<file path="config.mk">
export PLATFORM = sky130hd
export DESIGN_NAME = hall_key_rapid_trigger
export DESIGN_NICKNAME = d
export VERILOG_FILES = /design/src/rtl/hkrt_pkg.sv /design/src/rtl/hkrt_front.sv /design/src/rtl/hkrt_back.sv /design/src/rtl/hall_key_rapid_trigger.sv
export SDC_FILE = /design/constraint.sdc
export NUM_CORES = 2
export LEC_CHECK = 0
export BUFFER_PORTS_ARGS = -buffer_cell sky130_fd_sc_hd__buf_2
export CORE_MARGIN = 5
export CORE_UTILIZATION = 55
export DETAILED_ROUTE_END_ITERATION = 10
export HOLD_SLACK_MARGIN = 0.08
export PLACE_DENSITY = 0.76
export SLEW_MARGIN = 5
export SYNTH_ARGS = -nofsm -noshare
export SYNTH_HDL_FRONTEND = slang
export SYNTH_HIERARCHICAL = 1
export SYNTH_SLANG_ARGS = --single-unit
</file>
<file path="constraint.sdc">
create_clock -name aclk -period 44.3 [get_ports aclk]
set_clock_uncertainty 0.1 [all_clocks]
set_input_delay 8.86 -clock aclk [delete_from_list [all_inputs] [get_ports aclk]]
set_output_delay 8.86 -clock aclk [all_outputs]
set_load 0.01 [all_outputs]
</file>
<file path="src/rtl/hkrt_pkg.sv">
// Shared types and constants for the Hall key rapid trigger block.
`default_nettype none

package hkrt_pkg;

    // fixed field widths
    localparam int ID_W        = 7;
    localparam int CNT_W       = 12;
    localparam int KEY_EXT_W   = 8;    // key index widened to cover up to 256 keys
    localparam int RANGE_W     = 9;    // wide enough to hold a key count of 256
    localparam int CFG_IDX_W   = 3;
    localparam int S_TDATA_W   = 24;
    localparam int M_TDATA_W   = 24;

    // front queue
    localparam int Q_DEPTH     = 2;
    localparam int Q_PTR_W     = 1;
    localparam int Q_CNT_W     = 2;

    // register map
    typedef enum logic [CFG_IDX_W-1:0] {
        REG_TRIGGER_MODE    = 3'd0,
        REG_PRESS_DECREASES = 3'd1,
        REG_ACTUATE         = 3'd2,
        REG_RELEASE         = 3'd3,
        REG_MIN_HYST        = 3'd4,
        REG_RT_PRESS        = 3'd5,
        REG_RT_RELEASE      = 3'd6,
        REG_NOISE           = 3'd7
    } cfg_idx_t;

    // reset values
    localparam logic             RST_TRIGGER_MODE    = 1'b0;
    localparam logic             RST_PRESS_DECREASES = 1'b1;
    localparam logic [CNT_W-1:0] RST_ACTUATE         = 12'd800;
    localparam logic [CNT_W-1:0] RST_RELEASE         = 12'd600;
    localparam logic [CNT_W-1:0] RST_MIN_HYST        = 12'd40;
    localparam logic [CNT_W-1:0] RST_RT_PRESS        = 12'd100;
    localparam logic [CNT_W-1:0] RST_RT_RELEASE      = 12'd100;
    localparam logic [CNT_W-1:0] RST_NOISE           = 12'd20;

    typedef struct packed {
        logic             trigger_mode;     // 1: rapid trigger
        logic             press_decreases;
        logic [CNT_W-1:0] actuate_counts;
        logic [CNT_W-1:0] release_counts;
        logic [CNT_W-1:0] min_hyst_counts;
        logic [CNT_W-1:0] rt_press_counts;
        logic [CNT_W-1:0] rt_release_counts;
        logic [CNT_W-1:0] noise_counts;
    } cfg_t;

endpackage : hkrt_pkg

`default_nettype wire

</file>
<file path="src/rtl/hkrt_front.sv">
// Front end: accepts sample words, classifies the key index and queues them.
`default_nettype none

module hkrt_front import hkrt_pkg::*; #(
    parameter int NUM_KEYS = 128,
    parameter int ADDR_W   = 7,
    parameter int SW       = 12
) (
    input  wire logic                 aclk,
    input  wire logic                 aresetn,
    input  wire logic                 s_tvalid,
    output logic                      s_tready,
    input  wire logic [S_TDATA_W-1:0] s_tdata,
    output logic                      q_valid,
    input  wire logic                 q_ready,
    output logic [ID_W-1:0]           q_key,
    output logic                      q_in_range,
    output logic [ADDR_W-1:0]         q_addr,
    output logic [SW-1:0]             q_sample
);

    logic [ID_W-1:0]      key_in;
    logic [KEY_EXT_W-1:0] key_ext;
    logic                 in_range;
    logic                 push;
    logic                 pop;

    logic [ID_W-1:0]   qk_reg     [Q_DEPTH];
    logic              qr_reg     [Q_DEPTH];
    logic [ADDR_W-1:0] qa_reg     [Q_DEPTH];
    logic [SW-1:0]     qs_reg     [Q_DEPTH];
    logic [Q_PTR_W-1:0] wr_ptr_reg;
    logic [Q_PTR_W-1:0] rd_ptr_reg;
    logic [Q_CNT_W-1:0] count_reg;
    logic [Q_CNT_W-1:0] count_next;

    assign key_in   = s_tdata[ID_W-1:0];
    assign key_ext  = KEY_EXT_W'(key_in);
    assign in_range = (RANGE_W'(key_in) < RANGE_W'(NUM_KEYS));

    assign s_tready = (count_reg != Q_CNT_W'(Q_DEPTH));
    assign q_valid  = (count_reg != '0);
    assign push     = s_tvalid && s_tready;
    assign pop      = q_valid && q_ready;

    assign q_key      = qk_reg[rd_ptr_reg];
    assign q_in_range = qr_reg[rd_ptr_reg];
    assign q_addr     = qa_reg[rd_ptr_reg];
    assign q_sample   = qs_reg[rd_ptr_reg];

    always_comb begin
        count_next = count_reg + Q_CNT_W'(push) - Q_CNT_W'(pop);
    end

    always_ff @(posedge aclk) begin
        if (!aresetn) begin
            wr_ptr_reg <= '0;
            rd_ptr_reg <= '0;
            count_reg  <= '0;
        end else begin
            if (push) wr_ptr_reg <= wr_ptr_reg + 1'b1;
            if (pop)  rd_ptr_reg <= rd_ptr_reg + 1'b1;
            count_reg <= count_next;
        end
    end

    // payload slots, no reset
    always_ff @(posedge aclk) begin
        if (push) begin
            qk_reg[wr_ptr_reg] <= key_in;
            qr_reg[wr_ptr_reg] <= in_range;
            qa_reg[wr_ptr_reg] <= key_ext[ADDR_W-1:0];
            qs_reg[wr_ptr_reg] <= s_tdata[ID_W +: SW];
        end
    end

endmodule : hkrt_front

`default_nettype wire

</file>
<file path="src/rtl/hkrt_back.sv">
// Back end: per-key state read-modify-write, trigger decision and result register.
`default_nettype none

module hkrt_back import hkrt_pkg::*; #(
    parameter int NUM_KEYS = 128,
    parameter int ADDR_W   = 7,
    parameter int SW       = 12
) (
    input  wire logic                 aclk,
    input  wire logic                 aresetn,
    input  wire cfg_t                 cfg,
    input  wire logic                 q_valid,
    output logic                      q_ready,
    input  wire logic [ID_W-1:0]      q_key,
    input  wire logic                 q_in_range,
    input  wire logic [ADDR_W-1:0]    q_addr,
    input  wire logic [SW-1:0]        q_sample,
    output logic                      m_tvalid,
    input  wire logic                 m_tready,
    output logic [M_TDATA_W-1:0]      m_tdata
);

    // entry layout, low bits up: rest, swing, down, armed
    localparam int ENT_W = 2 * SW + 2;

    logic [ENT_W-1:0] key_mem [NUM_KEYS];
    logic             seeded_reg [NUM_KEYS];

    logic [ENT_W-1:0]  rd_data_reg;
    logic              fwd_hit_reg;
    logic [ENT_W-1:0]  fwd_data_reg;

    logic              b_valid_reg;
    logic [ID_W-1:0]   b_key_reg;
    logic              b_in_range_reg;
    logic [ADDR_W-1:0] b_addr_reg;
    logic [SW-1:0]     b_sample_reg;

    logic              m_valid_reg;
    logic [M_TDATA_W-1:0] m_data_reg;

    logic              b_fire;
    logic              b_load;
    logic              wr_en;
    logic [ENT_W-1:0]  wr_data;
    logic              out_pressed;
    logic [CNT_W-1:0]  out_travel;

    assign b_fire  = b_valid_reg && (!m_valid_reg || m_tready);
    assign q_ready = !b_valid_reg || b_fire;
    assign b_load  = q_valid && q_ready;
    assign wr_en   = b_fire && b_in_range_reg;

    always_comb begin
        logic [ENT_W-1:0] ent;
        logic [SW-1:0]    rest;
        logic [SW-1:0]    rest1;
        logic [SW-1:0]    rest2;
        logic [SW-1:0]    r;
        logic [SW-1:0]    d;
        logic [CNT_W-1:0] d_c;
        logic [CNT_W-1:0] sw_c;
        logic [CNT_W-1:0] s1;
        logic [CNT_W-1:0] s2;
        logic [CNT_W-1:0] rel;
        logic             down;
        logic             armed;
        logic             dn;
        logic             ar;
        logic             trip;
        logic             seeded;

        ent    = fwd_hit_reg ? fwd_data_reg : rd_data_reg;
        rest   = ent[SW-1:0];
        sw_c   = CNT_W'(ent[2*SW-1:SW]);
        down   = ent[2*SW];
        armed  = ent[2*SW+1];
        r      = b_sample_reg;
        seeded = b_in_range_reg && seeded_reg[b_addr_reg];

        // follow a new rest extreme, then deflection
        if (cfg.press_decreases) begin
            rest1 = (r > rest) ? r : rest;
            d     = rest1 - r;
        end else begin
            rest1 = (r < rest) ? r : rest;
            d     = r - rest1;
        end
        d_c = CNT_W'(d);

        // slow drift toward the sample while resting in the noise band
        rest2 = rest1;
        if (!down && (d_c <= cfg.noise_counts)) begin
            if (cfg.press_decreases) begin
                if (rest1 > r) rest2 = rest1 - 1'b1;
            end else begin
                if (rest1 < r) rest2 = rest1 + 1'b1;
            end
        end

        // release point, kept below actuation
        if (cfg.release_counts >= cfg.actuate_counts) begin
            rel = (cfg.actuate_counts >= cfg.min_hyst_counts) ?
                  (cfg.actuate_counts - cfg.min_hyst_counts) : '0;
        end else begin
            rel = cfg.release_counts;
        end

        s1   = sw_c;
        trip = 1'b0;
        dn   = down;
        ar   = armed;
        s2   = d_c;
        if (cfg.trigger_mode) begin
            if (!down) begin
                s1   = (d_c <= sw_c) ? d_c : sw_c;
                trip = armed ? ((d_c - s1) >= cfg.rt_press_counts)
                             : (d_c >= cfg.actuate_counts);
                if (trip) begin
                    dn = 1'b1;
                    ar = 1'b1;
                    s2 = d_c;
                end else begin
                    dn = 1'b0;
                    s2 = s1;
                end
            end else begin
                s1 = (d_c >= sw_c) ? d_c : sw_c;
                if ((s1 - d_c) >= cfg.rt_release_counts) begin
                    dn = 1'b0;
                    s2 = d_c;
                end else begin
                    dn = 1'b1;
                    s2 = s1;
                end
            end
            if (d_c <= rel) begin
                dn = 1'b0;
                ar = 1'b0;
                s2 = d_c;
            end
        end else begin
            if (!down) dn = (d_c >= cfg.actuate_counts);
            else       dn = !(d_c <= rel);
            s2 = d_c;
        end

        if (seeded) begin
            wr_data     = {ar, dn, s2[SW-1:0], rest2};
            out_pressed = dn;
            out_travel  = d_c;
        end else begin
            // first sample of a key seeds its baseline
            wr_data     = {1'b0, 1'b0, {SW{1'b0}}, r};
            out_pressed = 1'b0;
            out_travel  = '0;
        end
    end

    // state memory: one write, one registered read
    always_ff @(posedge aclk) begin
        if (wr_en) key_mem[b_addr_reg] <= wr_data;
    end

    always_ff @(posedge aclk) begin
        if (b_load) begin
            rd_data_reg  <= key_mem[q_addr];
            fwd_hit_reg  <= wr_en && (q_addr == b_addr_reg);
            fwd_data_reg <= wr_data;
        end
    end

    always_ff @(posedge aclk) begin
        if (!aresetn) begin
            seeded_reg <= '{default: 1'b0};
        end else if (wr_en) begin
            seeded_reg[b_addr_reg] <= 1'b1;
        end
    end

    always_ff @(posedge aclk) begin
        if (!aresetn) begin
            b_valid_reg <= 1'b0;
            m_valid_reg <= 1'b0;
        end else begin
            if (b_load)      b_valid_reg <= 1'b1;
            else if (b_fire) b_valid_reg <= 1'b0;
            if (b_fire)        m_valid_reg <= 1'b1;
            else if (m_tready) m_valid_reg <= 1'b0;
        end
    end

    always_ff @(posedge aclk) begin
        if (b_load) begin
            b_key_reg      <= q_key;
            b_in_range_reg <= q_in_range;
            b_addr_reg     <= q_addr;
            b_sample_reg   <= q_sample;
        end
        if (b_fire) begin
            m_data_reg <= M_TDATA_W'({out_travel, out_pressed, b_key_reg});
        end
    end

    assign m_tvalid = m_valid_reg;
    assign m_tdata  = m_data_reg;

endmodule : hkrt_back

`default_nettype wire

</file>
<file path="src/rtl/hall_key_rapid_trigger.sv">
// Top level of the Hall key rapid trigger block: config registers, front and back ends.
`default_nettype none

// Hall-effect key sensing with fixed-threshold hysteresis or rapid trigger.
// Each input word carries a key index and a raw Hall sample; each produces
// exactly one result word with the key index, the pressed state and the
// travel (deflection from the key's rest baseline, in counts). The first
// sample seen for a key seeds its baseline and reports not pressed, travel 0.
// Keys at or above NUM_KEYS pass through untouched with pressed 0, travel 0.
// Throughput is one word per clock unless m_tready stalls the output: the
// per-key state sits in a single-port write / registered-read memory and
// a one-entry bypass covers the same key arriving on consecutive cycles.
// Words pass the queue slot, state read and result register. A two-entry queue
// separates the input side from the state update, and the result register
// lets the next word go ahead while a result waits. Seeded bits live in
// flip-flops cleared by reset, so there is no clearing pass; the rest of the
// state memory is written on a key's first sample before it is ever used.
// Registers are written through cfg_we/cfg_index/cfg_wdata and must only be
// changed while the block is idle.

module hall_key_rapid_trigger import hkrt_pkg::*; #(
    parameter int NUM_KEYS    = 128,
    parameter int SAMPLE_BITS = 12
) (
    input  wire logic                 aclk,
    input  wire logic                 aresetn,
    // s_tdata: key_index [6:0], raw_sample [18:7], zero [23:19]
    input  wire logic                 s_tvalid,
    output logic                      s_tready,
    input  wire logic [S_TDATA_W-1:0] s_tdata,
    // m_tdata: key_id [6:0], key_pressed [7], travel [19:8], zero [23:20]
    output logic                      m_tvalid,
    input  wire logic                 m_tready,
    output logic [M_TDATA_W-1:0]      m_tdata,
    input  wire logic                 cfg_we,
    input  wire logic [CFG_IDX_W-1:0] cfg_index,
    input  wire logic [CNT_W-1:0]     cfg_wdata
);

    localparam int ADDR_W = (NUM_KEYS > 1) ? $clog2(NUM_KEYS) : 1;
    // the sample field is 12 bits; fewer converter bits narrow the datapath
    localparam int SW     = (SAMPLE_BITS < CNT_W) ? SAMPLE_BITS : CNT_W;

    cfg_t cfg_reg;

    logic              q_valid;
    logic              q_ready;
    logic [ID_W-1:0]   q_key;
    logic              q_in_range;
    logic [ADDR_W-1:0] q_addr;
    logic [SW-1:0]     q_sample;

    // configuration registers
    always_ff @(posedge aclk) begin
        if (!aresetn) begin
            cfg_reg.trigger_mode      <= RST_TRIGGER_MODE;
            cfg_reg.press_decreases   <= RST_PRESS_DECREASES;
            cfg_reg.actuate_counts    <= RST_ACTUATE;
            cfg_reg.release_counts    <= RST_RELEASE;
            cfg_reg.min_hyst_counts   <= RST_MIN_HYST;
            cfg_reg.rt_press_counts   <= RST_RT_PRESS;
            cfg_reg.rt_release_counts <= RST_RT_RELEASE;
            cfg_reg.noise_counts      <= RST_NOISE;
        end else if (cfg_we) begin
            case (cfg_idx_t'(cfg_index))
                REG_TRIGGER_MODE:    cfg_reg.trigger_mode      <= cfg_wdata[0];
                REG_PRESS_DECREASES: cfg_reg.press_decreases   <= cfg_wdata[0];
                REG_ACTUATE:         cfg_reg.actuate_counts    <= cfg_wdata;
                REG_RELEASE:         cfg_reg.release_counts    <= cfg_wdata;
                REG_MIN_HYST:        cfg_reg.min_hyst_counts   <= cfg_wdata;
                REG_RT_PRESS:        cfg_reg.rt_press_counts   <= cfg_wdata;
                REG_RT_RELEASE:      cfg_reg.rt_release_counts <= cfg_wdata;
                REG_NOISE:           cfg_reg.noise_counts      <= cfg_wdata;
                default: ;
            endcase
        end
    end

    hkrt_front #(
        .NUM_KEYS (NUM_KEYS),
        .ADDR_W   (ADDR_W),
        .SW       (SW)
    ) u_front (
        .aclk       (aclk),
        .aresetn    (aresetn),
        .s_tvalid   (s_tvalid),
        .s_tready   (s_tready),
        .s_tdata    (s_tdata),
        .q_valid    (q_valid),
        .q_ready    (q_ready),
        .q_key      (q_key),
        .q_in_range (q_in_range),
        .q_addr     (q_addr),
        .q_sample   (q_sample)
    );

    hkrt_back #(
        .NUM_KEYS (NUM_KEYS),
        .ADDR_W   (ADDR_W),
        .SW       (SW)
    ) u_back (
        .aclk       (aclk),
        .aresetn    (aresetn),
        .cfg        (cfg_reg),
        .q_valid    (q_valid),
        .q_ready    (q_ready),
        .q_key      (q_key),
        .q_in_range (q_in_range),
        .q_addr     (q_addr),
        .q_sample   (q_sample),
        .m_tvalid   (m_tvalid),
        .m_tready   (m_tready),
        .m_tdata    (m_tdata)
    );

    // words in flight: queue, state stage and result register hold at most four
    logic [2:0] inflight_reg;

    always_ff @(posedge aclk) begin
        if (!aresetn) begin
            inflight_reg <= '0;
        end else begin
            inflight_reg <= inflight_reg + 3'(s_tvalid && s_tready)
                                         - 3'(m_tvalid && m_tready);
        end
    end

    a_inflight_bound: assert property (@(posedge aclk) disable iff (!aresetn)
        inflight_reg <= 3'd4)
        else $error("more words in flight than storage slots");

    a_no_invented_result: assert property (@(posedge aclk) disable iff (!aresetn)
        m_tvalid |-> (inflight_reg != 3'd0))
        else $error("result word without an accepted input word");

    a_queue_holds: assert property (@(posedge aclk) disable iff (!aresetn)
        q_valid && !q_ready |=> q_valid && $stable(q_key) && $stable(q_sample))
        else $error("queue head changed while back end stalled");

    a_out_of_range_zero: assert property (@(posedge aclk) disable iff (!aresetn)
        m_tvalid && (RANGE_W'(m_tdata[ID_W-1:0]) >= RANGE_W'(NUM_KEYS))
        |-> (m_tdata[ID_W +: CNT_W + 1] == '0))
        else $error("key outside the key range reported pressed or travel");

endmodule : hall_key_rapid_trigger

`default_nettype wire
</file>
# Yosys cells after proc, flatten, opt, wreduce, memory -nomap -nowiden
# Memory sizes are Yosys's and may differ from the RTL's. A register that Yosys moved wholly into a read port is not among the register bits.
# Cells that the tools add are included.
# op_classes
addsub,11
n_eq_ne,9
muxes,45
bitwise,2
n_reduce_logical,26
order_cmp,15
# ops
operator,count
12-bit 2-to-1 mux,17
128-bit bitwise OR,1
12-bit >= comparator,6
12-bit subtractor,5
26-bit 2-to-1 mux,2
12-bit less-or-equal comparator,3
12-bit > comparator,2
12-bit less-than comparator,2
1-bit 2-to-1 mux,24
2-bit AND reduction,8
"12-bit by 1-bit adder with 12-bit output, second input constant",1
"3-bit == test, second input constant",4
"12-bit by 1-bit subtractor with 12-bit output, second input constant",1
"8-bit >= comparator, second input constant",1
1-bit logical AND,8
"8-bit by 1-bit less-than comparator with 1-bit output, second input constant",1
7-bit inverter with 8-bit output,1
1-bit binary-select mux with 7-bit select,1
1-bit demux with 7-bit select,1
7-bit == test,1
"3-bit by 2-bit == test with 1-bit output, second input constant",2
2-bit nonzero test,3
1-bit zero test,4
"3-bit by 1-bit == test with 1-bit output, second input constant",1
6 further kinds,8
# totals
ram_bits,3380
word_cells,259
mem_count,4
output_inout_bits,26
inputBits,44
reg_bits,263
# mem_list
memory,depth,width,rd,rd_ports_with_merged_regs,write_ports,line_no,text
u_back.key_mem,128,26,1,1,1,hkrt_back.sv:26,logic [ENT_W-1:0] key_mem [NUM_KEYS];
u_front.qs_reg,2,12,1,1,1,hkrt_front.sv:31,logic [SW-1:0] qs_reg [Q_DEPTH];
u_front.qa_reg,2,7,1,1,1,hkrt_front.sv:30,logic [ADDR_W-1:0] qa_reg [Q_DEPTH];
u_front.qk_reg,2,7,1,1,1,hkrt_front.sv:28,logic [ID_W-1:0] qk_reg [Q_DEPTH];

# Depth between registers and ports, before layout
# logic_depth
ltp_word,15
ltp_mapped,59
depth_no_buf,55

# Modules after synthesis
# The synthesis kept the hierarchy.
# modules_own_cells
module,cells_each,n_inst,area_each_um2,seq_area_each_um2
hkrt_back,6483,1,141892.3,105541.2
hall_key_rapid_trigger,274,1,2912.8,1481.4
hkrt_front,95,1,1732.9,1241.2

# Worst setup path after synthesis
# No wires, ideal clock.
# synth_path
path_type,reg2reg
startpoint,reg u_back.fwd_hit_reg
endpoint,"reg u_back.fwd_data_reg[16], data pin"
synth_period_minus_slack_ns,17.865
setup_time_ns,1.328
n_path_buf,6
path_slack_ns,26.435
required_ns,42.872
stages_incl_launch_ff,57
t_arrival_ns,16.438
path_cell_list,edfxtp_1 -> buf_2 -> buf_2 -> mux2i_1 -> ha_1 -> a21oi_1 -> o21ai_0 -> a221oi_1 -> nand2_1 -> clkbuf_1 -> clkbuf_1 -> clkbuf_1 -> a21oi_1 -> ha_1 -> inv_1 -> fa_1 -> a21o_1 -> a21oi_1 -> [21 not listed] -> a21boi_0 -> o21ai_0 -> a21boi_0 -> o21ai_0 -> a21boi_0 -> o21ai_0 -> nor2b_1 -> xnor2_1 -> ha_1 -> a21o_1 -> a21o_1 -> a21o_1 -> a211o_1 -> a2111oi_0 -> o21ai_0 -> a31oi_2 -> a21oi_1 -> a311oi_1
# synth_via
elab_chain_len,15
elab_cells_between_ends,25
cone_classes,add/sub (4); order compare (8); mux (13)
# synth_lines
item,line_no,text
"start, declared",hkrt_back.sv:30,logic fwd_hit_reg;
"start signal, assigned",hkrt_back.sv:168,fwd_hit_reg <= wr_en && (q_addr == b_addr_reg);
26-bit 2-to-1 mux (*),hkrt_back.sv:73,ent = fwd_hit_reg ? fwd_data_reg : rd_data_reg;
12-bit less-than comparator / 12-bit > comparator (equally long branches),"hkrt_back.sv:86, hkrt_back.sv:83",
"12-bit 2-to-1 mux, on equally long branches","hkrt_back.sv:86, hkrt_back.sv:83",
"12-bit subtractor, on equally long branches","hkrt_back.sv:87, hkrt_back.sv:84",
12-bit 2-to-1 mux,hkrt_back.sv:82,if (cfg.press_decreases) begin
12-bit less-or-equal comparator,hkrt_back.sv:116,s1 = (d_c <= sw_c) ? d_c : sw_c;
12-bit 2-to-1 mux,hkrt_back.sv:116,
12-bit subtractor,hkrt_back.sv:117,trip = armed ? ((d_c - s1) >= cfg.rt_press_counts)
12-bit >= comparator,hkrt_back.sv:117,
1-bit 2-to-1 mux,hkrt_back.sv:117,
12-bit 2-to-1 mux,hkrt_back.sv:119,if (trip) begin
12-bit 2-to-1 mux,hkrt_back.sv:115,if (!down) begin
12-bit 2-to-1 mux,hkrt_back.sv:137,if (d_c <= rel) begin
12-bit 2-to-1 mux (*),hkrt_back.sv:114,if (cfg.trigger_mode) begin
26-bit 2-to-1 mux (*),hkrt_back.sv:148,if (seeded) begin
net u_back.wr_data[16],hkrt_back.sv:45,logic [ENT_W-1:0] wr_data;
"end signal, assigned",hkrt_back.sv:169,fwd_data_reg <= wr_data;
"end, declared",hkrt_back.sv:31,logic [ENT_W-1:0] fwd_data_reg;
# Mark *: on every way through the listed nets, which the timed path passes. The rest lies on a longest branch.
# A chain may end at the register's enable or synchronous reset.

# Worst setup path after layout
# layout_path
startpoint,reg u_back.fwd_hit_reg
endpoint,"mem u_back/key_mem[104][22] (netlist name), data pin"
# layout_via
elab_chain_len,15
elab_cells_between_ends,25
cone_classes,add/sub (4); order compare (8); mux (13)
# layout_lines
item,line_no
26-bit 2-to-1 mux (*),hkrt_back.sv:73
12-bit less-than comparator / 12-bit > comparator (equally long branches),"hkrt_back.sv:86, hkrt_back.sv:83"
"12-bit 2-to-1 mux, on equally long branches","hkrt_back.sv:86, hkrt_back.sv:83"
"12-bit subtractor, on equally long branches","hkrt_back.sv:87, hkrt_back.sv:84"
12-bit 2-to-1 mux,hkrt_back.sv:82
12-bit less-or-equal comparator,hkrt_back.sv:116
12-bit 2-to-1 mux,hkrt_back.sv:116
12-bit subtractor,hkrt_back.sv:117
12-bit >= comparator,hkrt_back.sv:117
1-bit 2-to-1 mux,hkrt_back.sv:117
12-bit 2-to-1 mux,hkrt_back.sv:119
12-bit 2-to-1 mux,hkrt_back.sv:115
12-bit 2-to-1 mux,hkrt_back.sv:137
12-bit 2-to-1 mux (*),hkrt_back.sv:114
26-bit 2-to-1 mux (*),hkrt_back.sv:148
net u_back.wr_data[22],hkrt_back.sv:45
"end, declared",hkrt_back.sv:26
# Marked as above.

==> results_dict.tcl <==
set metrics [dict create \
    start_util_pct 55.3 \
    layout_commonest_cell "edfxtp_1" \
    max_cap_viol_count 0 \
    tritoncts "done" \
    die_height_um 526 \
    wl_per_cell_um 34.4 \
    synth_top_cell_by_area "edfxtp_1" \
    synth.top_cell.area_share_pct 71.0 \
    synthSimpleGateAreaFrac_pct 2.08 \
    worst_pin_slew_ns 1.32 \
    crit_type "flip-flop to flip-flop" \
    area_delta_synth_final_pct 11.6 \
    ys_seq_area_share_pct 73.9 \
    netlist_area_um2 147000 \
    cts.sinks 3675 \
    async_flop_share_pct 0 \
    use_met1_pct 36.0 \
    grt_pass1_wl_um 540000 \
    cp.required_ns 44.77 \
    hold_path_end "u_back/m_tdata[2]" \
    post-dp-hpwl_um 200000 \
    viasPerCell 6.75 \
    crit_fanout 66 \
    nets 7321 \
    synth_cells 6852 \
    cpMostUsedCell "o21ai_0" \
    slew_headroom_pct 12.2 \
    cts-htree-levels 5 \
    status "complete, no violations" \
    fp.dieArea_um2 277000 \
    crit_slowest_cell "mux2i_1" \
    hold_buffers 0 \
    wl_um 376000 \
    cts_root_buf "clkbuf_16" \
    grt_overflow 0 \
    final_cell_mix "edfxtp_1, mux4_2, clkbuf_16, dfxtp_1, buf_4" \
    drt_iter0_drc 10800 \
    worstPathArrival_ns 16.79 \
    synth_edf_count 3466 \
    tns_ns 0 \
    synth_area_leaders "edfxtp_1, mux4_2, dfxtp_1, ha_1, mux2i_1" \
    hold_viol 0 \
    crit_path_start "u_back/fwd_hit_reg" \
    worstHoldStart "u_back/b_key_reg[2]" \
    gr-max-usage-layer "met2" \
    start_kind "flip-flop" \
    syn_area_per_cell_um2 21.4 \
    hp-class "flip-flop to flip-flop" \
    slew_violations 0 \
    r2r_start "u_back/fwd_hit_reg" \
    ys.flop_type "edfxtp_1" \
    period_minus_slack_ns 16.32 \
    cts_inserted_buffers 348 \
    core_um2 265000 \
    critPathCaptureType "flip-flop" \
    clockBufferDepth 4 \
    cts_setup_buffers 0 \
    layout-drive-gt1-share_pct 28.5 \
    synth_top_family_by_area "multiplexers" \
    largest_reg_flops 3328 \
    path_clk_slew_ns 0.06 \
    drc_errors 0 \
    synth_xor_xnor_area_share_pct 0.359 \
    synth_compound_area_share_pct 2.58 \
    setup_violations 0 \
    ios 70 \
    fmax_ghz 0.0613 \
    chipWidth_um 526 \
    fillers 17100 \
    numPortBuffers 60 \
    cts_resized 0 \
    use_met3_pct 5.95 \
    first_pass_iters 8 \
    vias 73700 \
    ys_ff_latch 3675 \
    crit_family "compound AO/OA/AOI/OAI gates" \
    rsz0062_at_grt "no" \
    reg2reg_slack_ns 27.98 \
    hold_depth 0 \
    finalCritPeriodShare_pct 36.8 \
    place_congestion 0.906 \
    timing.rr.end "u_back/key_mem[104][22]" \
    use_met2_pct 44.4 \
    slowest_delay_ns 0.78 \
    yosysWarnings 6 \
    grt_use_total_pct 27.1 \
    rows 189 \
    ant_nets 0 \
    path_buf_inv 7 \
    clock_latency_ns 0.89 \
    grt_max_degree 119 \
    synth_fa_ha_area_share_pct 1.48 \
    antenna_found_initial 33 \
    worst_r2r_path_depth 50 \
    grt_pass1_vias 75300 \
    synthMuxAreaShare_pct 18.2 \
    synth_cell_type_count 103 \
]
cells by family (layout without fill, tap and decap cells):
kind of cell | after synthesis | after routing
AND/OR/NAND/NOR | 644 | 644
XOR/XNOR | 60 | 60
other | 2 | 12
adder cells (fa/ha/maj) | 170 | 170
multiplexers | 1285 | 1285
flip-flops | 3675 | 3675
buffers and inverters | 481 | 1004
AO/OA/AOI/OAI | 535 | 535
how the worst max path moves through the flow:
stage                              endpoint  slack (ns)  depth (start not counted)
finish              u_back/key_mem[104][22]       27.98                         50
global placement    u_back/key_mem[126][22]       28.71                         50
global route        u_back/key_mem[122][22]       27.03                         50
detailed placement  u_back/key_mem[125][22]       28.48                         50
CTS                 u_back/key_mem[114][22]       28.34                         50
floorplan           u_back/fwd_data_reg[16]       26.43                         56
cell type report:
cell class / count / area [um^2] / area share, %
tap: 3533 / 4420 / 2.70
antenna: 7 / 17.5 / 0.0107
sequential: 3675 / 108000 / 66.2
multi-input combinational: 2699 / 37700 / 23.0
clock buffer: 448 / 9440 / 5.77
inverter: 131 / 492 / 0.301
timing repair buffer: 252 / 1800 / 1.10
clock inverter: 173 / 1480 / 0.906
layer usage:
metal	vias up	wire, um	part of all wire [%]
met4	10	15900	4.2
li1	29200	-	-
met1	38600	131000	35
met2	5045	186000	50
met3	851	42700	11
met5	-	67	0.018
cells in the mapped netlist (8+ instances only):
master,instances
nand4_1,19
o21ai_0,83
nor2b_1,47
clkbuf_1,223
and3_1,15
buf_4,19
a221oi_1,25
ha_1,165
a211oi_1,20
nand2_1,184
dfxtp_1,209
buf_1,37
a21o_1,34
xor2_1,25
nand2b_1,15
mux2_2,58
edfxtp_1,3466
a21oi_1,86
o21a_1,137
inv_1,130
mux4_2,1098
a21boi_0,10
nor2_1,231
mux2_4,14
o2111ai_1,8
nor3_1,34
buf_2,67
o211ai_1,15
mux2i_1,115
a221o_1,8
a22oi_1,25
nand3_1,32
xnor2_1,35
and2_1,9
metrics by stage:
step	hold WS (ns)	cells	worst slack (ns)	utilization [%]	cell area [um^2]
after floorplan	0.300	6855	26.43	-	147000
after global placement	0.301	10300	28.71	57.6	153000
after detailed placement	0.305	10300	28.48	57.6	153000
after CTS	0.321	10900	28.34	61.7	164000
after global routing	0.329	10900	27.03	61.7	164000
final	0.322	10900	27.98	61.7	164000
Power is not shown: default switching activity piles up to over one toggle a cycle in this logic, so the estimate is an artifact.
